--- src/rtl/base64_encode_fnv_checksum_top_defines.svh ---
// Assertion helpers for the RTL files (included by b64f_dp)
`ifndef BASE64_ENCODE_FNV_CHECKSUM_TOP_DEFINES_SVH
`define BASE64_ENCODE_FNV_CHECKSUM_TOP_DEFINES_SVH

// clocked check, off while reset is held
`define B64F_ASSERT(label, prop, msg) \
    label: assert property (@(posedge i_clk) disable iff (!i_rst_n) prop) \
        else $error(msg);

// clocked check that also runs through reset
`define B64F_ASSERT_ALWAYS(label, prop, msg) \
    label: assert property (@(posedge i_clk) prop) \
        else $error(msg);

`endif

--- src/rtl/b64f_pkg.sv ---
`default_nettype none

package b64f_pkg;

    localparam logic [63:0] FNV_BASIS      = 64'h1465_0FB0_739D_0383;
    // prime = 2^40 + 0x1B3
    localparam int unsigned FNV_PRIME_SHIFT = 40;
    localparam logic [8:0]  FNV_PRIME_LO   = 9'h1B3;

    localparam logic [7:0]  CHAR_PAD   = 8'h3D;
    localparam logic [7:0]  CHAR_PLUS  = 8'h2B;
    localparam logic [7:0]  CHAR_SLASH = 8'h2F;
    localparam logic [7:0]  CHAR_UP_A  = 8'h41;
    localparam logic [7:0]  CHAR_LO_A  = 8'h61;
    localparam logic [7:0]  CHAR_ZERO  = 8'h30;

    localparam int unsigned CHAR_BUF_DEPTH = 5;
    localparam int unsigned CHAR_CNT_W     = 3;

    typedef enum logic [1:0] {
        PH_0 = 2'd0,
        PH_1 = 2'd1,
        PH_2 = 2'd2,
        PH_X = 2'd3
    } t_phase;

    typedef struct packed {
        logic load;
        logic step;
        logic emit;
    } t_cmd;

    typedef struct packed {
        logic new_cnt_zero;
        logic new_last;
        logic cnt_one;
        logic last_r;
        logic out_free;
    } t_sts;

    function automatic logic [7:0] b64_char(input logic [5:0] v);
        logic [7:0] w;
        w = {2'b00, v};
        if (v < 6'd26) begin
            return CHAR_UP_A + w;
        end else if (v < 6'd52) begin
            return CHAR_LO_A + w - 8'd26;
        end else if (v < 6'd62) begin
            return CHAR_ZERO + w - 8'd52;
        end else if (v == 6'd62) begin
            return CHAR_PLUS;
        end
        return CHAR_SLASH;
    endfunction

endpackage

`default_nettype wire

--- src/rtl/b64f_in_if.sv ---
`default_nettype none

interface b64f_in_if;
    logic       valid;
    logic       ready;
    logic [7:0] data_byte;
    logic       has_byte;
    logic       last;

    modport source (output valid, output data_byte, output has_byte, output last,
                    input ready);
    modport sink   (input valid, input data_byte, input has_byte, input last,
                    output ready);
endinterface

`default_nettype wire

--- src/rtl/b64f_out_if.sv ---
`default_nettype none

interface b64f_out_if;
    logic        valid;
    logic        ready;
    logic [63:0] checksum;

    modport source (output valid, output checksum, input ready);
    modport sink   (input valid, input checksum, output ready);
endinterface

`default_nettype wire

--- src/rtl/b64f_ctrl.sv ---
`default_nettype none

module b64f_ctrl (
    input  wire logic          i_clk,
    input  wire logic          i_rst_n,
    input  wire logic          i_in_valid,
    output logic               o_in_ready,
    input  wire b64f_pkg::t_sts i_sts,
    output b64f_pkg::t_cmd     o_cmd
);

    typedef enum logic [1:0] {
        S_IDLE,
        S_HASH,
        S_EMIT
    } t_state;

    t_state r_state;
    t_state n_state;
    logic   in_fire;

    assign o_in_ready = (r_state == S_IDLE);
    assign in_fire    = i_in_valid && o_in_ready;

    always_comb begin
        o_cmd.load = in_fire;
        o_cmd.step = (r_state == S_HASH);
        o_cmd.emit = (r_state == S_EMIT) && i_sts.out_free;
    end

    always_comb begin
        n_state = r_state;
        unique case (r_state)
            S_IDLE: begin
                if (in_fire) begin
                    if (!i_sts.new_cnt_zero) begin
                        n_state = S_HASH;
                    end else if (i_sts.new_last) begin
                        n_state = S_EMIT;
                    end
                end
            end
            S_HASH: begin
                if (i_sts.cnt_one) begin
                    n_state = i_sts.last_r ? S_EMIT : S_IDLE;
                end
            end
            S_EMIT: begin
                if (i_sts.out_free) begin
                    n_state = S_IDLE;
                end
            end
            default: n_state = S_IDLE;
        endcase
    end

    always_ff @(posedge i_clk) begin
        if (!i_rst_n) begin
            r_state <= S_IDLE;
        end else begin
            r_state <= n_state;
        end
    end

endmodule

`default_nettype wire

--- src/rtl/b64f_dp.sv ---
`default_nettype none

`include "base64_encode_fnv_checksum_top_defines.svh"

module b64f_dp (
    input  wire logic           i_clk,
    input  wire logic           i_rst_n,
    input  wire logic [7:0]     i_data_byte,
    input  wire logic           i_has_byte,
    input  wire logic           i_last,
    input  wire b64f_pkg::t_cmd i_cmd,
    output b64f_pkg::t_sts      o_sts,
    output logic                o_out_valid,
    input  wire logic           i_out_ready,
    output logic [63:0]         o_checksum
);

    localparam int unsigned DEPTH = b64f_pkg::CHAR_BUF_DEPTH;
    localparam int unsigned CW    = b64f_pkg::CHAR_CNT_W;

    logic [63:0]        r_hash;
    b64f_pkg::t_phase   r_phase;
    logic [3:0]         r_left;
    logic [7:0]         r_buf [DEPTH];
    logic [CW-1:0]      r_cnt;
    logic               r_last;
    logic               r_out_valid;
    logic [63:0]        r_checksum;

    b64f_pkg::t_phase   n_phase;
    logic [3:0]         n_left;
    logic [7:0]         n_buf [DEPTH];
    logic [CW-1:0]      n_cnt;

    logic [63:0]        x;
    logic [63:0]        n_hash;
    logic               out_free;

    // characters produced by the incoming word, in text order
    always_comb begin
        b64f_pkg::t_phase ph;
        logic [CW-1:0]    k;
        ph      = (r_phase == b64f_pkg::PH_1 || r_phase == b64f_pkg::PH_2) ?
                  r_phase : b64f_pkg::PH_0;
        n_phase = ph;
        n_left  = r_left;
        k       = '0;
        for (int i = 0; i < DEPTH; i++) begin
            n_buf[i] = '0;
        end
        if (i_has_byte) begin
            unique case (ph)
                b64f_pkg::PH_1: begin
                    n_buf[k] = b64f_pkg::b64_char({r_left[1:0], i_data_byte[7:4]});
                    k        = k + 1'b1;
                    n_left   = i_data_byte[3:0];
                    n_phase  = b64f_pkg::PH_2;
                end
                b64f_pkg::PH_2: begin
                    n_buf[k] = b64f_pkg::b64_char({r_left, i_data_byte[7:6]});
                    k        = k + 1'b1;
                    n_buf[k] = b64f_pkg::b64_char(i_data_byte[5:0]);
                    k        = k + 1'b1;
                    n_left   = '0;
                    n_phase  = b64f_pkg::PH_0;
                end
                default: begin
                    n_buf[k] = b64f_pkg::b64_char(i_data_byte[7:2]);
                    k        = k + 1'b1;
                    n_left   = {2'b00, i_data_byte[1:0]};
                    n_phase  = b64f_pkg::PH_1;
                end
            endcase
        end
        if (i_last) begin
            unique case (n_phase)
                b64f_pkg::PH_1: begin
                    n_buf[k] = b64f_pkg::b64_char({n_left[1:0], 4'b0000});
                    k        = k + 1'b1;
                    n_buf[k] = b64f_pkg::CHAR_PAD;
                    k        = k + 1'b1;
                    n_buf[k] = b64f_pkg::CHAR_PAD;
                    k        = k + 1'b1;
                end
                b64f_pkg::PH_2: begin
                    n_buf[k] = b64f_pkg::b64_char({n_left, 2'b00});
                    k        = k + 1'b1;
                    n_buf[k] = b64f_pkg::CHAR_PAD;
                    k        = k + 1'b1;
                end
                default: begin
                end
            endcase
        end
        n_cnt = k;
    end

    // one FNV-1a round: multiply by 2^40 + 0x1B3
    assign x      = r_hash ^ {56'd0, r_buf[0]};
    assign n_hash = (x << b64f_pkg::FNV_PRIME_SHIFT) + 64'(x * b64f_pkg::FNV_PRIME_LO);

    assign out_free = !r_out_valid || i_out_ready;

    always_comb begin
        o_sts.new_cnt_zero = (n_cnt == '0);
        o_sts.new_last     = i_last;
        o_sts.cnt_one      = (r_cnt == CW'(1));
        o_sts.last_r       = r_last;
        o_sts.out_free     = out_free;
    end

    always_ff @(posedge i_clk) begin
        if (!i_rst_n) begin
            r_hash      <= b64f_pkg::FNV_BASIS;
            r_phase     <= b64f_pkg::PH_0;
            r_left      <= '0;
            r_cnt       <= '0;
            r_last      <= 1'b0;
            r_out_valid <= 1'b0;
        end else begin
            if (i_cmd.load) begin
                r_phase <= n_phase;
                r_left  <= n_left;
                r_cnt   <= n_cnt;
                r_last  <= i_last;
            end else if (i_cmd.step) begin
                r_hash <= n_hash;
                r_cnt  <= r_cnt - 1'b1;
            end else if (i_cmd.emit) begin
                r_hash  <= b64f_pkg::FNV_BASIS;
                r_phase <= b64f_pkg::PH_0;
                r_left  <= '0;
                r_last  <= 1'b0;
            end
            if (i_cmd.emit) begin
                r_out_valid <= 1'b1;
            end else if (i_out_ready) begin
                r_out_valid <= 1'b0;
            end
        end
    end

    always_ff @(posedge i_clk) begin
        if (i_cmd.load) begin
            for (int i = 0; i < DEPTH; i++) begin
                r_buf[i] <= n_buf[i];
            end
        end else if (i_cmd.step) begin
            for (int i = 0; i < DEPTH - 1; i++) begin
                r_buf[i] <= r_buf[i+1];
            end
            r_buf[DEPTH-1] <= '0;
        end
        if (i_cmd.emit) begin
            r_checksum <= r_hash;
        end
    end

    assign o_out_valid = r_out_valid;
    assign o_checksum  = r_checksum;

    `B64F_ASSERT(a_step_needs_char, i_cmd.step |-> r_cnt != '0, "hash step with no char")
    `B64F_ASSERT(a_load_when_drained, i_cmd.load |-> r_cnt == '0, "load over pending chars")
    `B64F_ASSERT(a_emit_drained, i_cmd.emit |-> r_cnt == '0 && !i_cmd.step, "emit too early")
    `B64F_ASSERT(a_emit_restarts, i_cmd.emit |=> r_out_valid && r_hash == b64f_pkg::FNV_BASIS && r_phase == b64f_pkg::PH_0, "emit did not restart")
    `B64F_ASSERT_ALWAYS(a_rst_clears_out, !i_rst_n |=> !r_out_valid, "result valid after reset")

endmodule

`default_nettype wire

--- src/rtl/base64_encode_fnv_checksum_top.sv ---
`default_nettype none

// Base64 text checksum: hashes the padded base64 encoding of a byte message
// with 64-bit FNV-1a and returns the hash when the message ends.
// i_in  : one word per message byte (data_byte, has_byte) plus last. A word
//         with has_byte low and last low is ignored; has_byte low with last
//         high ends the message without adding a byte (empty message gives
//         the FNV offset basis).
// o_out : one checksum word per message, after its last input word.
// Timing: a word is taken only while the block is idle, then each base64
//         character it completes gets its own hash step (one 64x9 multiply
//         and shift-add); a byte completes one or two characters. A last word
//         adds up to 3 flush characters, then the hash is loaded into the
//         result register, which drives the checksum.
// Stall:  the result sits in an output register; the next message is taken
//         meanwhile and only its own result waits until the register frees.
// Reset:  i_rst_n low (synchronous) drops any partial message and result.
module base64_encode_fnv_checksum_top (
    input  wire logic i_clk,
    input  wire logic i_rst_n,
    b64f_in_if.sink   i_in,
    b64f_out_if.source o_out
);

    b64f_pkg::t_cmd cmd;
    b64f_pkg::t_sts sts;

    b64f_ctrl u_ctrl (
        .i_clk      (i_clk),
        .i_rst_n    (i_rst_n),
        .i_in_valid (i_in.valid),
        .o_in_ready (i_in.ready),
        .i_sts      (sts),
        .o_cmd      (cmd)
    );

    b64f_dp u_dp (
        .i_clk       (i_clk),
        .i_rst_n     (i_rst_n),
        .i_data_byte (i_in.data_byte),
        .i_has_byte  (i_in.has_byte),
        .i_last      (i_in.last),
        .i_cmd       (cmd),
        .o_sts       (sts),
        .o_out_valid (o_out.valid),
        .i_out_ready (o_out.ready),
        .o_checksum  (o_out.checksum)
    );

endmodule

`default_nettype wire

--- src/flat_wrapper.sv ---
// flat-port wrapper written by rule: the top's interface ports become plain ports
module base64_encode_fnv_checksum_top_flat 
  (i_clk, i_rst_n, i_in_valid, i_in_data_byte, i_in_has_byte, i_in_last, i_in_ready, o_out_valid, o_out_checksum, o_out_ready);
  b64f_in_if i_in_i ();
  b64f_out_if o_out_i ();
  input  wire logic i_clk;
  input  wire logic i_rst_n;
  input wire logic [$bits(i_in_i.valid)-1:0] i_in_valid;
  input wire logic [$bits(i_in_i.data_byte)-1:0] i_in_data_byte;
  input wire logic [$bits(i_in_i.has_byte)-1:0] i_in_has_byte;
  input wire logic [$bits(i_in_i.last)-1:0] i_in_last;
  output wire logic [$bits(i_in_i.ready)-1:0] i_in_ready;
  output wire logic [$bits(o_out_i.valid)-1:0] o_out_valid;
  output wire logic [$bits(o_out_i.checksum)-1:0] o_out_checksum;
  input wire logic [$bits(o_out_i.ready)-1:0] o_out_ready;
  assign i_in_i.valid = i_in_valid;
  assign i_in_i.data_byte = i_in_data_byte;
  assign i_in_i.has_byte = i_in_has_byte;
  assign i_in_i.last = i_in_last;
  assign i_in_ready = i_in_i.ready;
  assign o_out_valid = o_out_i.valid;
  assign o_out_checksum = o_out_i.checksum;
  assign o_out_i.ready = o_out_ready;
  base64_encode_fnv_checksum_top u_core (.i_clk(i_clk), .i_rst_n(i_rst_n), .i_in(i_in_i), .o_out(o_out_i));
endmodule
--- config.mk ---
export PLATFORM = sky130hd
export DESIGN_NAME = base64_encode_fnv_checksum_top_flat
export DESIGN_NICKNAME = d
export VERILOG_FILES = /design/src/rtl/b64f_pkg.sv /design/src/rtl/b64f_in_if.sv /design/src/rtl/b64f_out_if.sv /design/src/rtl/b64f_ctrl.sv /design/src/rtl/b64f_dp.sv /design/src/rtl/base64_encode_fnv_checksum_top.sv /design/src/flat_wrapper.sv
export VERILOG_INCLUDE_DIRS = /design/src /design/src/rtl
export SDC_FILE = /design/constraint.sdc
export NUM_CORES = 1
export LEC_CHECK = 0
export BUFFER_PORTS_ARGS = -buffer_cell sky130_fd_sc_hd__buf_4
export CAP_MARGIN = 20
export CORE_AREA = 2 2 192 194
export CTS_CLUSTER_DIAMETER = 40
export DETAILED_ROUTE_END_ITERATION = 10
export DIE_AREA = 0 0 194 196
export PLACE_DENSITY = 0.73
export SLEW_MARGIN = 10
export SYNTH_ARGS = -nofsm -noshare
export SYNTH_HDL_FRONTEND = slang
export SYNTH_SLANG_ARGS = --single-unit
--- constraint.sdc ---
create_clock -name i_clk -period 7.14 [get_ports i_clk]
set_clock_uncertainty 0.15 [all_clocks]
set_input_delay 2.142 -clock i_clk [delete_from_list [all_inputs] [get_ports i_clk]]
set_output_delay 2.142 -clock i_clk [all_outputs]
set_load 0.02 [all_outputs]
Word-level counts from Yosys, hierarchy flattened
Memories as Yosys holds them, arrays and structs flattened.
Index checks and enable logic that the tools add are counted.

word-level totals
  bits in writable memories = 40
  output and inout port bits = 66
  input port bits = 14
  bits in registers = 141
  logic and storage cells = 243
  memories kept = 1

memory list
  memory             words  width  rd ports  clocked after memory_dff  write ports  RTL line       RTL
  u_core.u_dp.r_buf  5      8      5         0                         5            b64f_dp.sv:24  logic [7:0] r_buf [DEPTH];

operators by class
  order comparisons = 24
  $mul = 1
  bitwise gates (word level) = 18
  equal/unequal tests = 18
  reduce and logical (&&, ||, !) cells = 18
  mux-type cells = 120
  add/subtract/negate cells = 35

operators by type and width
  kind                                                         count
  2-to-1 mux 8 bit                                             41
  2-to-1 mux 64 bit                                            2
  adder 7 x 6 -> 8 bit (first input constant)                  12
  bitwise mux 40 bit                                           2
  one-hot mux 40 bit (2 select lines)                          1
  bitwise OR 25 bit                                            3
  demux 8 bit (select 3 bit)                                   3
  less-than comparator 6 bit (second input constant)           12
  adder 64 bit                                                 1
  multiplier 64 x 9 -> 64 bit (second input constant)          1
  XOR 64 x 8 -> 64 bit                                         1
  subtractor 7 x 6 -> 8 bit (second input constant)            6
  subtractor 8 x 5 -> 8 bit (second input constant)            6
  AND 15 bit                                                   3
  2-to-1 mux 1 bit                                             44
  adder 6 x 6 -> 7 bit (first input constant)                  6
  2-to-1 mux 40 bit                                            1
  less-than comparator 6 x 5 -> 1 bit (second input constant)  6
  NOT 15 bit                                                   2
  equality test 6 bit (second input constant)                  4
  2-to-1 mux 2 bit                                             12
  2-to-1 mux 16 bit                                            1
  2-to-1 mux 4 bit                                             4
  one-hot mux 8 bit (2 select lines)                           1
  27 further kinds                                             59

Longest topological paths before layout
  depth in word-level cells = 21
  gate-level depth with buffers = 22
  depth with buffers taken out = 21

Modules after synthesis
Synthesis repeated with hierarchy kept, for this count alone.

unflattened totals
  cells, all modules = 2,331
  area total of the unflattened synthesis = 20,609.8 µm²

by module, submodules not included
  module     times used  seq. area each (µm²)  area each (µm²)  cells an instance
  b64f_dp    1           4,354.2               20,468.4         2,312
  b64f_ctrl  1           40.0                  141.4            19

Least setup slack after synthesis
Ideal clock, no wire load.

  path kind = reg-to-reg
  start point = mem u_core.u_dp.r_buf[0][2]
  end point = reg u_core.u_dp.r_hash[48]
  setup time = 0.117 ns
  stages on the path, launching flop included = 20
  slack = 1.934 ns
  arrival time = 4.939 ns
  required time = 6.873 ns
  buffers on the path = 0
  clock period less this slack = 5.206 ns
  cell sequence = edfxtp_1 > xnor2_1 > inv_1 > ha_1 > xor2_1 > ha_1 > or2_2 > fa_1 > fa_1 > ha_1 > ha_1 > o21ai_0 > nand2b_1 > a32oi_1 > o21a_2 > o311ai_4 > o21ai_0 > o31ai_1 > xor2_1 > o22a_1

RTL lines
  element                 RTL line        RTL
  start: declaration      b64f_dp.sv:24
  end signal: assignment  b64f_dp.sv:114  r_hash <= b64f_pkg::FNV_BASIS;
  end signal: assignment  b64f_dp.sv:127  r_hash <= n_hash;
  end signal: assignment  b64f_dp.sv:130  r_hash <= b64f_pkg::FNV_BASIS;
  end: declaration        b64f_dp.sv:21   logic [63:0] r_hash;

==> impl_metrics.csv <==
group,metric,value,unit
floorplanning,boundary_pin_count,80,
yosys,ys_seq_elements,172,
placement,place_hpwl,44600,um
hold_path,hold_path_depth,0,
yosys,synth_largest_area_cell,"sky130_fd_sc_hd__fa_1",
grt,global_route_wire_length_before_repair,90100,um
drt,ant_nets,0,
cts,cts.root.buffer_cell,"sky130_fd_sc_hd__clkbuf_16",
outcome,status,"completed",
hold_path,hold_path.class,"flip-flop to flip-flop",
placement,post-place-ws,1.21,ns
yosys,synth.cells.most_frequent,"sky130_fd_sc_hd__inv_1, sky130_fd_sc_hd__ha_1, sky130_fd_sc_hd__fa_1",
yosys,synth.lib_cells_used.distinct,78,
grt,grt_antenna_before_repair,0,
drt,detail_route.iter0.violations,1207,
hold_path,holdCritStartpoint,"u_core.u_dp.r_hash[1]$_SDFFE_PN1P_",
drt,remaining_routing_drc_violations,0,
drt,detail_route.wl_per_cell,20.0,um
cells_and_area,layout.nets,2727,
sta,period_share,84.3,%
cts,cts-htree-levels,4,
grt,global_route.usage.total,30.0,%
cts,cts_buffers,17,
yosys,synthesis.area,0.0202,sq mm
sta,timing.setup.tns,0,ns
floorplanning,core_area,0.0361,sq mm
yosys,ys_seq_area_share,21.8,%
floorplanning,starting_utilization_of_the_core_area,55.9,%
placement,post-place-cells,2730,
sta,worst_margin_pin_slew,1.07,ns
sta,drv_slew,0,
yosys,asyncSetResetFlopFracSynth,0,%
critical_path,worst-endpoint-required,7.32,ns
critical_path,timing.reg2reg.setup_slack,1.12,ns
floorplanning,placement_rows,70,
cells_and_area,finalInstanceArea,0.0217,sq mm
cts,cts-hold-fix-buffers,0,
floorplanning,die_width,194,um
grt,grt-ovfl-total,0,
grt,grt_start_max_net_pins,75,
cts,cts_sinks,172,
hold_path,whs_endpoint,"u_core.u_dp.o_checksum[1]$_DFFE_PP_",
cells_and_area,nFillCells,3194,
drt,detailroute.via_count,16000,
sta,post-route-min-period,6.02,ns
critical_path,reg2reg_end,"u_core.u_dp.r_hash[49]$_SDFFE_PN0P_",
sta,max-slew-margin-rel,28.7,%
yosys,synth_top_cell_area_share,20.9,%
drt,route.final.wire_length,55200,um
sta,unrepaired_setup_endpoints_after_global_routing,"no",
cts,postCtsSetupBuffers,0,
placement,detailed_place.area,0.0211,sq mm
sta,final-setup-viol-count,0,
yosys,synth_edf_count,95,
yosys,post_synth.cell_area_avg,8.96,sq um
drt,avgViaCountPerCell,5.80,
cts,ctsLongestPathBuffers,2,
sta,hold_viol,0,
yosys,post-synth-top-count-cell,"sky130_fd_sc_hd__inv_1",
sta,achievable-frequency,0.166,GHz
yosys,yosys-top-cells-area,"sky130_fd_sc_hd__fa_1, sky130_fd_sc_hd__edfxtp_1, sky130_fd_sc_hd__ha_1, sky130_fd_sc_hd__inv_1, sky130_fd_sc_hd__dfxtp_1",
cts,cts.reportedPaths.clkPinSlew,0.07,ns
placement,port_buffers,79,
job,drv_cap,0,
yosys,synthesis.yosys.warnings,0,
cells_and_area,layout-area-overhead-vs-synth,7.52,%
critical_path,timing.setup.critical_path_class,"flip-flop to flip-flop",
floorplanning,die_h,196,um
cts,clock_tree_from_tritoncts,"done",
cells_and_area,num_antenna_cells,0,
cts,worst_skew_pair.late_latency,0.45,ns
critical_path,worstSetupEndpointType,"flip-flop",
drt,drt_pass1_iterations,5,
cells_and_area,layout-drive-gt1-share,6.41,%
floorplanning,die_area,0.0380,sq mm
critical_path,worst_r2r_path_depth,21,
critical_path,timing.critical_path.arrival,6.20,ns
critical_path,reg2reg_from,"u_core.u_dp.r_buf[0][0]$_DFFE_PP_",
cts,cts.repair.resized,0,
yosys,synth-main-ff-cell,"sky130_fd_sc_hd__edfxtp_1",
sta,final.setup.worst_slack,1.12,ns
cells_and_area,layoutNonFillerInstCount,2762,
yosys,netlist_instances,2250,
placement,gp_routability_congestion,0.983,
grt,first_global_vias,16400,
critical_path,critPathMaxFanout,5,
critical_path,setup.worst_path.start_class,"flip-flop",
-- per-layer routing --
| metal | wire, um | GRT usage, % | up-vias |
|---|---|---|---|
| met1 | 24500 | 41.8 | 7908 |
| li1 | - | - | 7500 |
| met3 | 3280 | 4.09 | 82 |
| met4 | 1500 | 9.06 | 0 |
| met5 | 0 | 0 | - |
| met2 | 25900 | 49.0 | 539 |
-- worst max path at each step --
stage	from	to	slack [ns]	cells past startpoint
6_report	u_core.u_dp.r_buf[0][0]$_DFFE_PP_	u_core.u_dp.r_hash[49]$_SDFFE_PN0P_	1.12	21
5_1_grt	u_core.u_dp.r_buf[0][2]$_DFFE_PP_	u_core.u_dp.r_hash[48]$_SDFFE_PN1P_	0.86	18
4_1_cts	u_core.u_dp.r_buf[0][0]$_DFFE_PP_	u_core.u_dp.r_hash[49]$_SDFFE_PN0P_	1.18	21
3_5_place_dp	u_core.u_dp.r_buf[0][0]$_DFFE_PP_	u_core.u_dp.r_hash[49]$_SDFFE_PN0P_	1.21	21
3_3_place_gp	u_core.u_dp.r_buf[0][3]$_DFFE_PP_	u_core.u_dp.r_hash[49]$_SDFFE_PN0P_	1.35	21
2_1_floorplan	u_core.u_dp.r_buf[0][2]$_DFFE_PP_	u_core.u_dp.r_hash[48]$_SDFFE_PN1P_	1.93	19
-- registers in the layout (all words and copies together) (netlist names) --
register	cells
u_core.u_dp.r_buf	31
u_core.u_dp.r_cnt	3
u_core.u_dp.o_checksum	64
u_core.u_dp.r_left	4
u_core.u_ctrl.r_state	2
u_core.u_dp.r_hash	64
u_core.u_dp.o_out_valid	1
u_core.u_dp.r_phase	2
u_core.u_dp.r_last	1
-- kinds of logic (layout without fill, tap and decap cells) --
logic type / Yosys count / after routing / synth area share, %
xor gates and xnor gates: 138 / 138 / 6.00
muxes: 5 / 5 / 0.248
other: 1 / 3 / 0.0186
buffers and inverters: 565 / 607 / 10.7
DFF: 172 / 172 / 21.8
and+or+nand+nor: 442 / 442 / 10.4
adders and majority gates: 432 / 432 / 34.6
AOI/OAI and AO/OA: 495 / 495 / 16.3
-- critical path, stage by stage, from the launching register on --
cell and delay (ns):
sky130_fd_sc_hd__edfxtp_1 0.43, sky130_fd_sc_hd__xnor2_1 0.50, sky130_fd_sc_hd__inv_1 0.20, sky130_fd_sc_hd__ha_1 0.27
sky130_fd_sc_hd__xor2_1 0.18, sky130_fd_sc_hd__ha_1 0.28, sky130_fd_sc_hd__ha_1 0.27, sky130_fd_sc_hd__inv_1 0.06
sky130_fd_sc_hd__fa_1 0.51, sky130_fd_sc_hd__inv_1 0.04, sky130_fd_sc_hd__ha_1 0.30, sky130_fd_sc_hd__inv_1 0.07
sky130_fd_sc_hd__fa_1 0.46, sky130_fd_sc_hd__and2b_1 0.27, sky130_fd_sc_hd__o211ai_1 0.15, sky130_fd_sc_hd__a31oi_1 0.33
sky130_fd_sc_hd__a41oi_1 0.28, sky130_fd_sc_hd__o21a_1 0.34, sky130_fd_sc_hd__o31a_1 0.33, sky130_fd_sc_hd__o211ai_1 0.26
sky130_fd_sc_hd__xnor2_1 0.15, sky130_fd_sc_hd__o21ai_0 0.08
-- per-stage QoR --
step                utilization (%)  hold WS, ns
detailed placement             58.5        0.320
floorplan                         -        0.301
global placement               58.5        0.309
global route                   60.1        0.366
CTS                            60.1        0.339
finish                         60.1        0.342
-- placed cells by master, fill, tap and decap left out, drive strengths merged, types with 51 or more instances in the layout --
cell,synthesis,routed
inv,487,493
ha,222,222
fa,210,210
nand2,169,169
o21ai,128,128
a21oi,119,119
edfxtp,95,95
buf,17,87
xnor2,77,77
dfxtp,77,77
nor2,73,73
xor2,61,61
a21o,51,51
-- layout make-up --
| type | count | area (sq um) | area share, % |
|---|---|---|---|
| sequential | 172 | 4390 | 20.3 |
| inverter | 488 | 1830 | 8.46 |
| clock inverter | 15 | 154 | 0.710 |
| timing repair buffer | 87 | 653 | 3.01 |
| clock buffer | 17 | 425 | 1.96 |
| tap | 468 | 586 | 2.70 |
| multi-input combinational | 1515 | 13600 | 62.9 |
Power is not shown: default switching activity piles up to over one toggle a cycle in this logic, so the estimate is an artifact.
